$ cat src/rtl/tcpg_pkg.sv
// Shared types and constants of the thermal clock profile governor.
package tcpg_pkg;

  // Field widths of requests and results
  localparam int unsigned FreqW      = 10;
  localparam int unsigned TempW      = 12;
  localparam int unsigned VoltW      = 8;
  localparam int unsigned IdxW       = 3;
  localparam int unsigned ActW       = 3;
  localparam int unsigned CfgIdxW    = 3;
  localparam int unsigned CfgDataW   = 12;
  localparam int unsigned MaxProfiles = 4;

  // Profile index that means no profile matches
  localparam logic [IdxW-1:0] NoProfile = 3'd4;

  // Register reset values
  localparam logic [FreqW-1:0] Profile0Reset = 10'd48;
  localparam logic [FreqW-1:0] Profile1Reset = 10'd125;
  localparam logic [FreqW-1:0] Profile2Reset = 10'd150;
  localparam logic [FreqW-1:0] Profile3Reset = 10'd200;
  localparam logic signed [TempW-1:0] ShutdownReset = 12'sd1360;
  localparam logic signed [TempW-1:0] ThrottleReset = 12'sd1200;
  localparam logic signed [TempW-1:0] RecoverReset  = 12'sd1040;
  localparam logic [FreqW-1:0] BootReset = 10'd150;

  // Request kinds
  typedef enum logic {
    OpFreqReq    = 1'b0,
    OpTempSample = 1'b1
  } opcode_e;

  // Result action codes
  typedef enum logic [ActW-1:0] {
    ActNone      = 3'd0,
    ActRequest   = 3'd1,
    ActEmergency = 3'd2,
    ActThrottle  = 3'd3,
    ActRecover   = 3'd4
  } action_e;

  // Configuration register indexes
  typedef enum logic [CfgIdxW-1:0] {
    RegProfile0 = 3'd0,
    RegProfile1 = 3'd1,
    RegProfile2 = 3'd2,
    RegProfile3 = 3'd3,
    RegShutdown = 3'd4,
    RegThrottle = 3'd5,
    RegRecover  = 3'd6,
    RegBoot     = 3'd7
  } reg_idx_e;

  // Configuration as seen by the datapath (profiles already masked)
  typedef struct packed {
    logic [MaxProfiles-1:0][FreqW-1:0] profile_mhz;
    logic signed [TempW-1:0]           shutdown_temp;
    logic signed [TempW-1:0]           throttle_temp;
    logic signed [TempW-1:0]           recover_temp;
    logic [FreqW-1:0]                  boot_mhz;
    logic                              boot_load;
  } cfg_t;

  // One input request
  typedef struct packed {
    logic                    opcode;
    logic [FreqW-1:0]        target_mhz;
    logic [VoltW-1:0]        voltage_override;
    logic signed [TempW-1:0] temperature;
  } in_item_t;

  // One result
  typedef struct packed {
    logic             changed;
    logic [FreqW-1:0] new_mhz;
    logic [IdxW-1:0]  new_profile;
    logic             raise_voltage_first;
    logic [VoltW-1:0] voltage_select;
    logic             is_throttled;
    logic [ActW-1:0]  action;
    logic             thermal_acted;
  } out_item_t;

endpackage

$ cat src/rtl/tcpg_if.sv
// Valid/ready channel interfaces for requests and results.
interface tcpg_in_if;
  logic                              valid;
  logic                              ready;
  logic                              opcode;
  logic [tcpg_pkg::FreqW-1:0]        target_mhz;
  logic [tcpg_pkg::VoltW-1:0]        voltage_override;
  logic signed [tcpg_pkg::TempW-1:0] temperature;

  modport source (output valid, opcode, target_mhz, voltage_override, temperature,
                  input ready);
  modport sink (input valid, opcode, target_mhz, voltage_override, temperature,
                output ready);
endinterface

interface tcpg_out_if;
  logic                       valid;
  logic                       ready;
  logic                       changed;
  logic [tcpg_pkg::FreqW-1:0] new_mhz;
  logic [tcpg_pkg::IdxW-1:0]  new_profile;
  logic                       raise_voltage_first;
  logic [tcpg_pkg::VoltW-1:0] voltage_select;
  logic                       is_throttled;
  logic [tcpg_pkg::ActW-1:0]  action;
  logic                       thermal_acted;

  modport source (output valid, changed, new_mhz, new_profile, raise_voltage_first,
                  voltage_select, is_throttled, action, thermal_acted,
                  input ready);
  modport sink (input valid, changed, new_mhz, new_profile, raise_voltage_first,
                voltage_select, is_throttled, action, thermal_acted,
                output ready);
endinterface

$ cat src/rtl/tcpg_cfg_regs.sv
// Configuration register file of the governor.
module tcpg_cfg_regs #(
  parameter int unsigned PROFILE_COUNT = 4,
  parameter int unsigned FREQ_BITS     = 10
) (
  input  logic                            clk_i,
  input  logic                            rst_ni,
  input  logic                            cfg_we_i,
  input  logic [tcpg_pkg::CfgIdxW-1:0]    cfg_idx_i,
  input  logic [tcpg_pkg::CfgDataW-1:0]   cfg_data_i,
  output tcpg_pkg::cfg_t                  cfg_o
);

  // Frequencies keep only FREQ_BITS, never more than the field width
  localparam int unsigned FreqStoreBits =
    (FREQ_BITS < tcpg_pkg::FreqW) ? FREQ_BITS : tcpg_pkg::FreqW;

  logic [PROFILE_COUNT-1:0][FreqStoreBits-1:0] profile_q;
  logic signed [tcpg_pkg::TempW-1:0]           shutdown_q;
  logic signed [tcpg_pkg::TempW-1:0]           throttle_q;
  logic signed [tcpg_pkg::TempW-1:0]           recover_q;
  logic [FreqStoreBits-1:0]                    boot_q;
  logic                                        boot_load_q;
  logic [tcpg_pkg::MaxProfiles-1:0][FreqStoreBits-1:0] profile_rst;

  assign profile_rst = {FreqStoreBits'(tcpg_pkg::Profile3Reset),
                        FreqStoreBits'(tcpg_pkg::Profile2Reset),
                        FreqStoreBits'(tcpg_pkg::Profile1Reset),
                        FreqStoreBits'(tcpg_pkg::Profile0Reset)};

  // Register writes; a boot write also schedules a state reload
  always_ff @(posedge clk_i or negedge rst_ni) begin
    if (!rst_ni) begin
      for (int i = 0; i < PROFILE_COUNT; i++) begin
        profile_q[i] <= profile_rst[i];
      end
      shutdown_q  <= tcpg_pkg::ShutdownReset;
      throttle_q  <= tcpg_pkg::ThrottleReset;
      recover_q   <= tcpg_pkg::RecoverReset;
      boot_q      <= FreqStoreBits'(tcpg_pkg::BootReset);
      boot_load_q <= 1'b0;
    end else begin
      boot_load_q <= 1'b0;
      if (cfg_we_i) begin
        unique case (tcpg_pkg::reg_idx_e'(cfg_idx_i)) inside
          tcpg_pkg::RegProfile0, tcpg_pkg::RegProfile1,
          tcpg_pkg::RegProfile2, tcpg_pkg::RegProfile3: begin
            for (int i = 0; i < PROFILE_COUNT; i++) begin
              if (cfg_idx_i == tcpg_pkg::CfgIdxW'(i)) begin
                profile_q[i] <= cfg_data_i[FreqStoreBits-1:0];
              end
            end
          end
          tcpg_pkg::RegShutdown: shutdown_q <= cfg_data_i;
          tcpg_pkg::RegThrottle: throttle_q <= cfg_data_i;
          tcpg_pkg::RegRecover:  recover_q  <= cfg_data_i;
          tcpg_pkg::RegBoot: begin
            boot_q      <= cfg_data_i[FreqStoreBits-1:0];
            boot_load_q <= 1'b1;
          end
          default: ;
        endcase
      end
    end
  end

  // Present the stored values zero-extended; unused profiles read as zero
  always_comb begin
    cfg_o = '0;
    for (int i = 0; i < PROFILE_COUNT; i++) begin
      cfg_o.profile_mhz[i] = tcpg_pkg::FreqW'(profile_q[i]);
    end
    cfg_o.shutdown_temp = shutdown_q;
    cfg_o.throttle_temp = throttle_q;
    cfg_o.recover_temp  = recover_q;
    cfg_o.boot_mhz      = tcpg_pkg::FreqW'(boot_q);
    cfg_o.boot_load     = boot_load_q;
  end

endmodule

$ cat src/rtl/tcpg_core.sv
// Governor state and the single-pass decision logic for one request.
module tcpg_core #(
  parameter int unsigned PROFILE_COUNT = 4,
  parameter int unsigned FREQ_BITS     = 10
) (
  input  logic                 clk_i,
  input  logic                 rst_ni,
  input  tcpg_pkg::cfg_t       cfg_i,
  input  tcpg_pkg::in_item_t   item_i,
  input  logic                 adv_i,
  output tcpg_pkg::out_item_t  result_o
);

  localparam int unsigned FreqStoreBits =
    (FREQ_BITS < tcpg_pkg::FreqW) ? FREQ_BITS : tcpg_pkg::FreqW;
  localparam int unsigned ProfIdxBits = (PROFILE_COUNT > 2) ? 2 : 1;
  localparam logic [tcpg_pkg::IdxW-1:0] ResetProfile =
    (PROFILE_COUNT > 2) ? tcpg_pkg::IdxW'(2) : tcpg_pkg::NoProfile;

  logic [FreqStoreBits-1:0]       cur_q, cur_d;
  logic [FreqStoreBits-1:0]       req_q;
  logic [tcpg_pkg::IdxW-1:0]      pi_q, pi_d;
  logic                           thr_q, thr_d;

  logic [tcpg_pkg::FreqW-1:0]     cur_ext, target, pf;
  logic [tcpg_pkg::IdxW-1:0]      tp, exact_idx, le_idx, sel_idx;
  tcpg_pkg::action_e              act;
  logic                           changed, raise;

  // First profile equal to f, or none
  function automatic logic [tcpg_pkg::IdxW-1:0] exact_lookup(
    input tcpg_pkg::cfg_t c, input logic [tcpg_pkg::FreqW-1:0] f);
    logic [tcpg_pkg::IdxW-1:0] idx;
    idx = tcpg_pkg::NoProfile;
    for (int i = PROFILE_COUNT - 1; i >= 0; i--) begin
      if (c.profile_mhz[i] == f) idx = tcpg_pkg::IdxW'(i);
    end
    return idx;
  endfunction

  assign cur_ext   = tcpg_pkg::FreqW'(cur_q);
  assign exact_idx = exact_lookup(cfg_i, target);

  always_comb begin
    // Pick the action
    act = tcpg_pkg::ActNone;
    if (item_i.opcode == tcpg_pkg::OpFreqReq) begin
      act = tcpg_pkg::ActRequest;
    end else if (item_i.temperature >= cfg_i.shutdown_temp) begin
      if (cur_ext != cfg_i.profile_mhz[0]) act = tcpg_pkg::ActEmergency;
    end else if (item_i.temperature >= cfg_i.throttle_temp && !thr_q) begin
      act = tcpg_pkg::ActThrottle;
    end else if (thr_q && item_i.temperature < cfg_i.recover_temp) begin
      act = tcpg_pkg::ActRecover;
    end

    // Throttle target: one profile down, lowest profile from none
    tp = (pi_q != tcpg_pkg::NoProfile && pi_q != '0) ? pi_q - 1'b1 : '0;
    if (tp >= tcpg_pkg::IdxW'(PROFILE_COUNT)) tp = tcpg_pkg::IdxW'(PROFILE_COUNT - 1);

    // Frequency the action asks for
    case (act)
      tcpg_pkg::ActEmergency: target = cfg_i.profile_mhz[0];
      tcpg_pkg::ActThrottle:  target = cfg_i.profile_mhz[tp[ProfIdxBits-1:0]];
      tcpg_pkg::ActRecover:   target = tcpg_pkg::FreqW'(req_q);
      default:                target = item_i.target_mhz;
    endcase

    // Exact profile if any, else the highest-index profile not above the target, else profile 0
    le_idx = '0;
    for (int i = 0; i < PROFILE_COUNT; i++) begin
      if (cfg_i.profile_mhz[i] <= target) le_idx = tcpg_pkg::IdxW'(i);
    end
    sel_idx = (exact_idx != tcpg_pkg::NoProfile) ? exact_idx : le_idx;
    pf      = cfg_i.profile_mhz[sel_idx[ProfIdxBits-1:0]];

    // Change sequence on any action: always while throttled, else only on a new frequency
    changed = (act != tcpg_pkg::ActNone) && !(pf == cur_ext && !thr_q);
    raise   = changed && (pf > cur_ext);

    cur_d = changed ? pf[FreqStoreBits-1:0] : cur_q;
    pi_d  = changed ? sel_idx : pi_q;
    case (act) inside
      tcpg_pkg::ActEmergency, tcpg_pkg::ActThrottle: thr_d = 1'b1;
      tcpg_pkg::ActRecover:                          thr_d = 1'b0;
      default:                                       thr_d = thr_q;
    endcase

    result_o.changed             = changed;
    result_o.new_mhz             = tcpg_pkg::FreqW'(cur_d);
    result_o.new_profile         = pi_d;
    result_o.raise_voltage_first = raise;
    result_o.voltage_select      = (act == tcpg_pkg::ActRequest && changed) ?
                                   item_i.voltage_override : '0;
    result_o.is_throttled        = thr_d;
    result_o.action              = act;
    result_o.thermal_acted       = (act == tcpg_pkg::ActEmergency) ||
                                   (act == tcpg_pkg::ActThrottle) ||
                                   (act == tcpg_pkg::ActRecover);
  end

  // Governor state; a boot write reloads it
  always_ff @(posedge clk_i or negedge rst_ni) begin
    if (!rst_ni) begin
      cur_q <= FreqStoreBits'(tcpg_pkg::BootReset);
      req_q <= FreqStoreBits'(tcpg_pkg::BootReset);
      pi_q  <= ResetProfile;
      thr_q <= 1'b0;
    end else if (cfg_i.boot_load) begin
      cur_q <= cfg_i.boot_mhz[FreqStoreBits-1:0];
      req_q <= cfg_i.boot_mhz[FreqStoreBits-1:0];
      pi_q  <= exact_lookup(cfg_i, cfg_i.boot_mhz);
      thr_q <= 1'b0;
    end else if (adv_i) begin
      cur_q <= cur_d;
      pi_q  <= pi_d;
      thr_q <= thr_d;
    end
  end

endmodule

$ cat src/rtl/thermal_clock_profile_governor.sv
// Top level of the thermal clock profile governor: request register, core, result register.
// A request waits in the request register and passes through the core into the result register.
// Throughput: one request per cycle while results are taken, set by the single-pass core.
// The request side keeps accepting while a result waits, until both registers are full.
// A config write takes effect at the next edge; a boot write reloads state via boot_load_q.
// Reset (rst_ni, asynchronous, active low) empties both registers and loads boot state.
module thermal_clock_profile_governor #(
  parameter int unsigned PROFILE_COUNT = 4,
  parameter int unsigned FREQ_BITS     = 10
) (
  input  logic                          clk_i,
  input  logic                          rst_ni,
  tcpg_in_if.sink                       in_req,
  tcpg_out_if.source                    out_rsp,
  input  logic                          cfg_we_i,
  input  logic [tcpg_pkg::CfgIdxW-1:0]  cfg_idx_i,
  input  logic [tcpg_pkg::CfgDataW-1:0] cfg_data_i
);

  tcpg_pkg::cfg_t      cfg;
  tcpg_pkg::in_item_t  in_item, s1_q;
  tcpg_pkg::out_item_t result, out_q;
  logic                s1_valid_q, out_valid_q, adv, in_fire;

  // Configuration registers
  tcpg_cfg_regs #(
    .PROFILE_COUNT (PROFILE_COUNT),
    .FREQ_BITS     (FREQ_BITS)
  ) u_cfg (
    .clk_i      (clk_i),
    .rst_ni     (rst_ni),
    .cfg_we_i   (cfg_we_i),
    .cfg_idx_i  (cfg_idx_i),
    .cfg_data_i (cfg_data_i),
    .cfg_o      (cfg)
  );

  // Handshake: the request register moves on when the result register frees up
  assign adv            = s1_valid_q && (!out_valid_q || out_rsp.ready);
  assign in_req.ready   = !s1_valid_q || adv;
  assign in_fire        = in_req.valid && in_req.ready;

  assign in_item.opcode           = in_req.opcode;
  assign in_item.target_mhz       = in_req.target_mhz;
  assign in_item.voltage_override = in_req.voltage_override;
  assign in_item.temperature      = in_req.temperature;

  // Request register
  always_ff @(posedge clk_i or negedge rst_ni) begin
    if (!rst_ni) begin
      s1_valid_q <= 1'b0;
    end else if (in_fire) begin
      s1_valid_q <= 1'b1;
    end else if (adv) begin
      s1_valid_q <= 1'b0;
    end
  end

  always_ff @(posedge clk_i) begin
    if (in_fire) s1_q <= in_item;
  end

  tcpg_core #(
    .PROFILE_COUNT (PROFILE_COUNT),
    .FREQ_BITS     (FREQ_BITS)
  ) u_core (
    .clk_i    (clk_i),
    .rst_ni   (rst_ni),
    .cfg_i    (cfg),
    .item_i   (s1_q),
    .adv_i    (adv),
    .result_o (result)
  );

  // Result register
  always_ff @(posedge clk_i or negedge rst_ni) begin
    if (!rst_ni) begin
      out_valid_q <= 1'b0;
    end else if (adv) begin
      out_valid_q <= 1'b1;
    end else if (out_rsp.ready) begin
      out_valid_q <= 1'b0;
    end
  end

  always_ff @(posedge clk_i) begin
    if (adv) out_q <= result;
  end

  assign out_rsp.valid               = out_valid_q;
  assign out_rsp.changed             = out_q.changed;
  assign out_rsp.new_mhz             = out_q.new_mhz;
  assign out_rsp.new_profile         = out_q.new_profile;
  assign out_rsp.raise_voltage_first = out_q.raise_voltage_first;
  assign out_rsp.voltage_select      = out_q.voltage_select;
  assign out_rsp.is_throttled        = out_q.is_throttled;
  assign out_rsp.action              = out_q.action;
  assign out_rsp.thermal_acted       = out_q.thermal_acted;

endmodule

$ cat src/flat_wrapper.sv
// flat-port wrapper written by rule: the top's interface ports become plain ports
module thermal_clock_profile_governor_flat 
#(
  parameter int unsigned PROFILE_COUNT = 4,
  parameter int unsigned FREQ_BITS     = 10
)
  (clk_i, rst_ni, cfg_we_i, cfg_idx_i, cfg_data_i, in_req_valid, in_req_opcode, in_req_target_mhz, in_req_voltage_override, in_req_temperature, in_req_ready, out_rsp_valid, out_rsp_changed, out_rsp_new_mhz, out_rsp_new_profile, out_rsp_raise_voltage_first, out_rsp_voltage_select, out_rsp_is_throttled, out_rsp_action, out_rsp_thermal_acted, out_rsp_ready);
  tcpg_in_if in_req_i ();
  tcpg_out_if out_rsp_i ();
  input  logic clk_i;
  input  logic rst_ni;
  input  logic cfg_we_i;
  input  logic [tcpg_pkg::CfgIdxW-1:0] cfg_idx_i;
  input  logic [tcpg_pkg::CfgDataW-1:0] cfg_data_i;
  input wire logic [$bits(in_req_i.valid)-1:0] in_req_valid;
  input wire logic [$bits(in_req_i.opcode)-1:0] in_req_opcode;
  input wire logic [$bits(in_req_i.target_mhz)-1:0] in_req_target_mhz;
  input wire logic [$bits(in_req_i.voltage_override)-1:0] in_req_voltage_override;
  input wire logic [$bits(in_req_i.temperature)-1:0] in_req_temperature;
  output wire logic [$bits(in_req_i.ready)-1:0] in_req_ready;
  output wire logic [$bits(out_rsp_i.valid)-1:0] out_rsp_valid;
  output wire logic [$bits(out_rsp_i.changed)-1:0] out_rsp_changed;
  output wire logic [$bits(out_rsp_i.new_mhz)-1:0] out_rsp_new_mhz;
  output wire logic [$bits(out_rsp_i.new_profile)-1:0] out_rsp_new_profile;
  output wire logic [$bits(out_rsp_i.raise_voltage_first)-1:0] out_rsp_raise_voltage_first;
  output wire logic [$bits(out_rsp_i.voltage_select)-1:0] out_rsp_voltage_select;
  output wire logic [$bits(out_rsp_i.is_throttled)-1:0] out_rsp_is_throttled;
  output wire logic [$bits(out_rsp_i.action)-1:0] out_rsp_action;
  output wire logic [$bits(out_rsp_i.thermal_acted)-1:0] out_rsp_thermal_acted;
  input wire logic [$bits(out_rsp_i.ready)-1:0] out_rsp_ready;
  assign in_req_i.valid = in_req_valid;
  assign in_req_i.opcode = in_req_opcode;
  assign in_req_i.target_mhz = in_req_target_mhz;
  assign in_req_i.voltage_override = in_req_voltage_override;
  assign in_req_i.temperature = in_req_temperature;
  assign in_req_ready = in_req_i.ready;
  assign out_rsp_valid = out_rsp_i.valid;
  assign out_rsp_changed = out_rsp_i.changed;
  assign out_rsp_new_mhz = out_rsp_i.new_mhz;
  assign out_rsp_new_profile = out_rsp_i.new_profile;
  assign out_rsp_raise_voltage_first = out_rsp_i.raise_voltage_first;
  assign out_rsp_voltage_select = out_rsp_i.voltage_select;
  assign out_rsp_is_throttled = out_rsp_i.is_throttled;
  assign out_rsp_action = out_rsp_i.action;
  assign out_rsp_thermal_acted = out_rsp_i.thermal_acted;
  assign out_rsp_i.ready = out_rsp_ready;
  thermal_clock_profile_governor #(.PROFILE_COUNT(PROFILE_COUNT), .FREQ_BITS(FREQ_BITS)) u_core (.clk_i(clk_i), .rst_ni(rst_ni), .in_req(in_req_i), .out_rsp(out_rsp_i), .cfg_we_i(cfg_we_i), .cfg_idx_i(cfg_idx_i), .cfg_data_i(cfg_data_i));
endmodule
$ cat config.mk
export PLATFORM = sky130hd
export DESIGN_NAME = thermal_clock_profile_governor_flat
export DESIGN_NICKNAME = d
export VERILOG_FILES = /design/src/rtl/tcpg_pkg.sv /design/src/rtl/tcpg_if.sv /design/src/rtl/tcpg_cfg_regs.sv /design/src/rtl/tcpg_core.sv /design/src/rtl/thermal_clock_profile_governor.sv /design/src/flat_wrapper.sv
export SDC_FILE = /design/constraint.sdc
export NUM_CORES = 1
export LEC_CHECK = 0
export BUFFER_PORTS_ARGS = -buffer_cell sky130_fd_sc_hd__buf_4
export CORE_UTILIZATION = 26
export DETAILED_ROUTE_END_ITERATION = 10
export PLACE_DENSITY_LB_ADDON = 0.05
export SYNTH_ARGS = -nofsm -noshare
export SYNTH_HDL_FRONTEND = slang
export SYNTH_SLANG_ARGS = --single-unit
export TNS_END_PERCENT = 100
$ cat constraint.sdc
create_clock -name clk_i -period 6.9 [get_ports clk_i]
set_input_delay 0.345 -clock clk_i [delete_from_list [all_inputs] [get_ports clk_i]]
set_output_delay 0.345 -clock clk_i [all_outputs]
set_load 0.005 [all_outputs]
==> flow_summary.ini <==
[routing]
drc = 0
avgRoutedWirePerCell_um = 22.8
vias = 7377
top_layer = met4
wl_met3_um = 944
first_pass_iters = 5
antenna_left = 0
met1_length_um = 16300
viasPerCell = 4.79
drtIter0Drc = 496
dr_wl_met2_um = 17100
wl_um = 35100

[sta]
slew_headroom_pct = 24.7
slew_violations = 0
maxClockFrequency_mhz = 151
grt_setup_unrepaired = false
setup_viol = 0
post-route-min-period_ps = 6620
tightest_slew_ps = 1120
fin_crit_sh_pct = 95.9
finalWorstSetupSlack_ps = 283
final-hold-violation-count = 0
skew_ps = 15.6
tns_ps = 0

[power_and_ir_drop]
leakagePower_uw = 0.00522
p_per_area_mw_per_mm2 = 370
vdd_drop_max_uv = 190
combPwrFrac_pct = 42.7
switching_share_pct = 37.7
p_sw_uw = 1730
p_seq_share_pct = 36.1
internal_power_uw = 2850
pwr-share-clk_pct = 21.2

[run_status]
status = finished clean

[cells_and_area]
layout_commonest_cell = buf_4
nets = 1135
regArea_mm2 = 0.00465
diodes = 0
drive_gt1_share_pct = 33.0
syn_to_final_growth_pct = 20.6
n_fill_cell = 4071
multi_input_area_mm2 = 0.00527
final_area_mm2 = 0.0124
layout_common_cells = buf_4, mux2_2, ha_1, dfrtp_1, nand2_1

[worst_setup_path]
worstPathArrival_ps = 6940
worst-path-buf-inv = 4
start_kind = register
critPathMaxStageDelay_ps = 540
critPathCaptureType = register
crit_fanout = 11
crit_type = reg -> reg
crit_family = simple AND/OR/NAND/NOR gates
critical_path_required_ps = 7230
crit_slowest_cell = or4_1

[floorplan]
io_pins = 81
num_rows = 72
initial_utilization_pct = 26.5
fp.dieW_um = 201
die_h_um = 201
core_mm2 = 0.0387
die_area_mm2 = 0.0402

[clocking]
cts_tree = built
clkTransAtPathRegs_ps = 70
root_buffer = clkbuf_16
cts_buffer_depth = 2
clock_latency_ps = 460
cts_buffers = 17
h-tree-depth = 4
cts_sinks = 172

[grt]
track_usage_pct = 18.0
antenna_found_initial = 2
grt-ovfl-total = 0
grt_pass1_vias = 7582
grt_max_degree = 61
grt_pass1_wl_um = 52300

[placement]
io_buffers = 80
placed_area_mm2 = 0.0117
dp_hpwl_um = 26300
place.gp.congestion = 0.904
place_ws_ps = 86.0

[logic_synthesis]
synthArstFlopShare_pct = 65.7
synthCells = 906
syn_avg_cell_area_um2 = 11.3
yosysSeqAreaShare_pct = 45.3
yosysTopAreaCell = dfrtp_1
synth_area_leaders = dfrtp_1, edfxtp_1, dfstp_2
synth_area_mm2 = 0.0103
synthDistinctLibCells = 78
synth-edff-count = 59
synth_top_area_share_pct = 18.3
syn_nets = 1033
synth_flop_cell = dfrtp_1
yosysWarnings = 0
ys_ff_latch = 172

[job]
maxCapViolCount = 0

[min_path]
hp-class = in -> async
==> layout make-up <==
class	instances	share of cell area [%]
multi-input cells	622	42.6
flip-flops and latches	172	37.6
repair buffers	132	8.07
well taps	518	5.24
clock buffers	18	3.47
inverters	63	1.91
clock inverters	14	1.16
==> cell usage after synthesis (18+ instances only) <==
cell type	instances
dfrtp_1	75
nor2_1	25
mux2_2	84
edfxtp_1	59
nand2b_1	18
inv_1	61
dfstp_2	38
a21oi_1	31
clkbuf_1	34
o21ai_0	40
xnor2_1	43
nand4_1	18
ha_1	76
nand2_1	71
==> per-layer routing <==
layer / up-vias / GRT usage, %
li1: 3521 / -
met5: - / 0
met2: 116 / 29.7
met4: 0 / 5.56
met1: 3714 / 23.9
met3: 26 / 2.95
==> path summary, 6_finish.rpt <==
path | start | to | slack (ps) | cells past startpoint
max in group asynchronous | rst_ni | u_core.u_core.req_q[0]$_DFFE_PN0P_ | 5580 | 2
setup reg to reg | u_core.u_cfg.throttle_q[7]$_DFFE_PN1P_ | u_core.u_core.cur_ext[0]$_DFFE_PN0P_ | 280 | 28
hold / removal | rst_ni | u_core.s1_valid_q$_DFFE_PN0P_ | 6 | 1
setup / recovery | u_core.u_cfg.throttle_q[7]$_DFFE_PN1P_ | u_core.u_core.cur_ext[0]$_DFFE_PN0P_ | 280 | 28
hold reg to reg | u_core.s1_valid_q$_DFFE_PN0P_ | u_core.out_rsp.valid$_DFFE_PN0P_ | 490 | 1
min in group clk_i | in_req_target_mhz[8] | u_core.s1_q[28]$_DFFE_PP_ | 60 | 1
==> sequential cells by signal (all words and copies together), names as in the netlist, 3 cells and up <==
register	count
u_core.u_cfg.cfg_o	40
u_core.s1_q	31
u_core.u_cfg.recover_q	12
u_core.u_cfg.shutdown_q	12
u_core.u_cfg.throttle_q	12
u_core.out_rsp.new_mhz	10
u_core.u_cfg.boot_q	10
u_core.u_core.cur_ext	10
u_core.u_core.req_q	10
u_core.out_rsp.voltage_select	8
u_core.out_rsp.action	3
u_core.out_rsp.new_profile	3
u_core.u_core.pi_q	3
==> worst reg2reg max path, delay by kind of cell (launching register included) <==
kind	cells	cell delay, ps
compound gates	9	2040
fa+ha+maj	3	880
buf+inv	4	610
flops	1	530
simple gates	12	2460
==> kinds of logic after synthesis <==
group / after synthesis / synth area share (%)
AOI/OAI and AO/OA: 178 / 13.3
xor gates and xnor gates: 57 / 4.87
adders and majority gates: 76 / 9.28
buffers and inverters: 112 / 4.32
DFF: 172 / 45.3
muxes: 107 / 12.6
and+or+nand+nor: 204 / 10.3
==> metrics by stage <==
step	cells	hold slack (ps)	util, %	total power, uW
2_1_floorplan	906	49.4	-	2830
3_3_place_gp	1503	472	30.1	3590
3_5_place_dp	1503	484	30.1	3580
4_1_cts	1535	35.4	31.6	4590
5_1_grt	1539	36.0	31.9	4890
6_report	1539	5.97	31.9	4580
==> power by group through the flow <==
stage               sequential, uW  clock, uW  combinational [uW]
floorplan                     1500          0                1320
global placement              1680          0                1910
detailed placement            1680          0                1900
CTS                           1660       1010                1920
global route                  1690       1050                2160
finish                        1650        969                1960
==> what timing repair did <==
action | 4_1_cts | 5_1_grt
setup endpoints to repair | 0 | 34
buffers inserted | 0 | 4
gates resized for setup | 0 | 22
hold buffers | 0 | 0
Power figures use the tool's default switching activity.
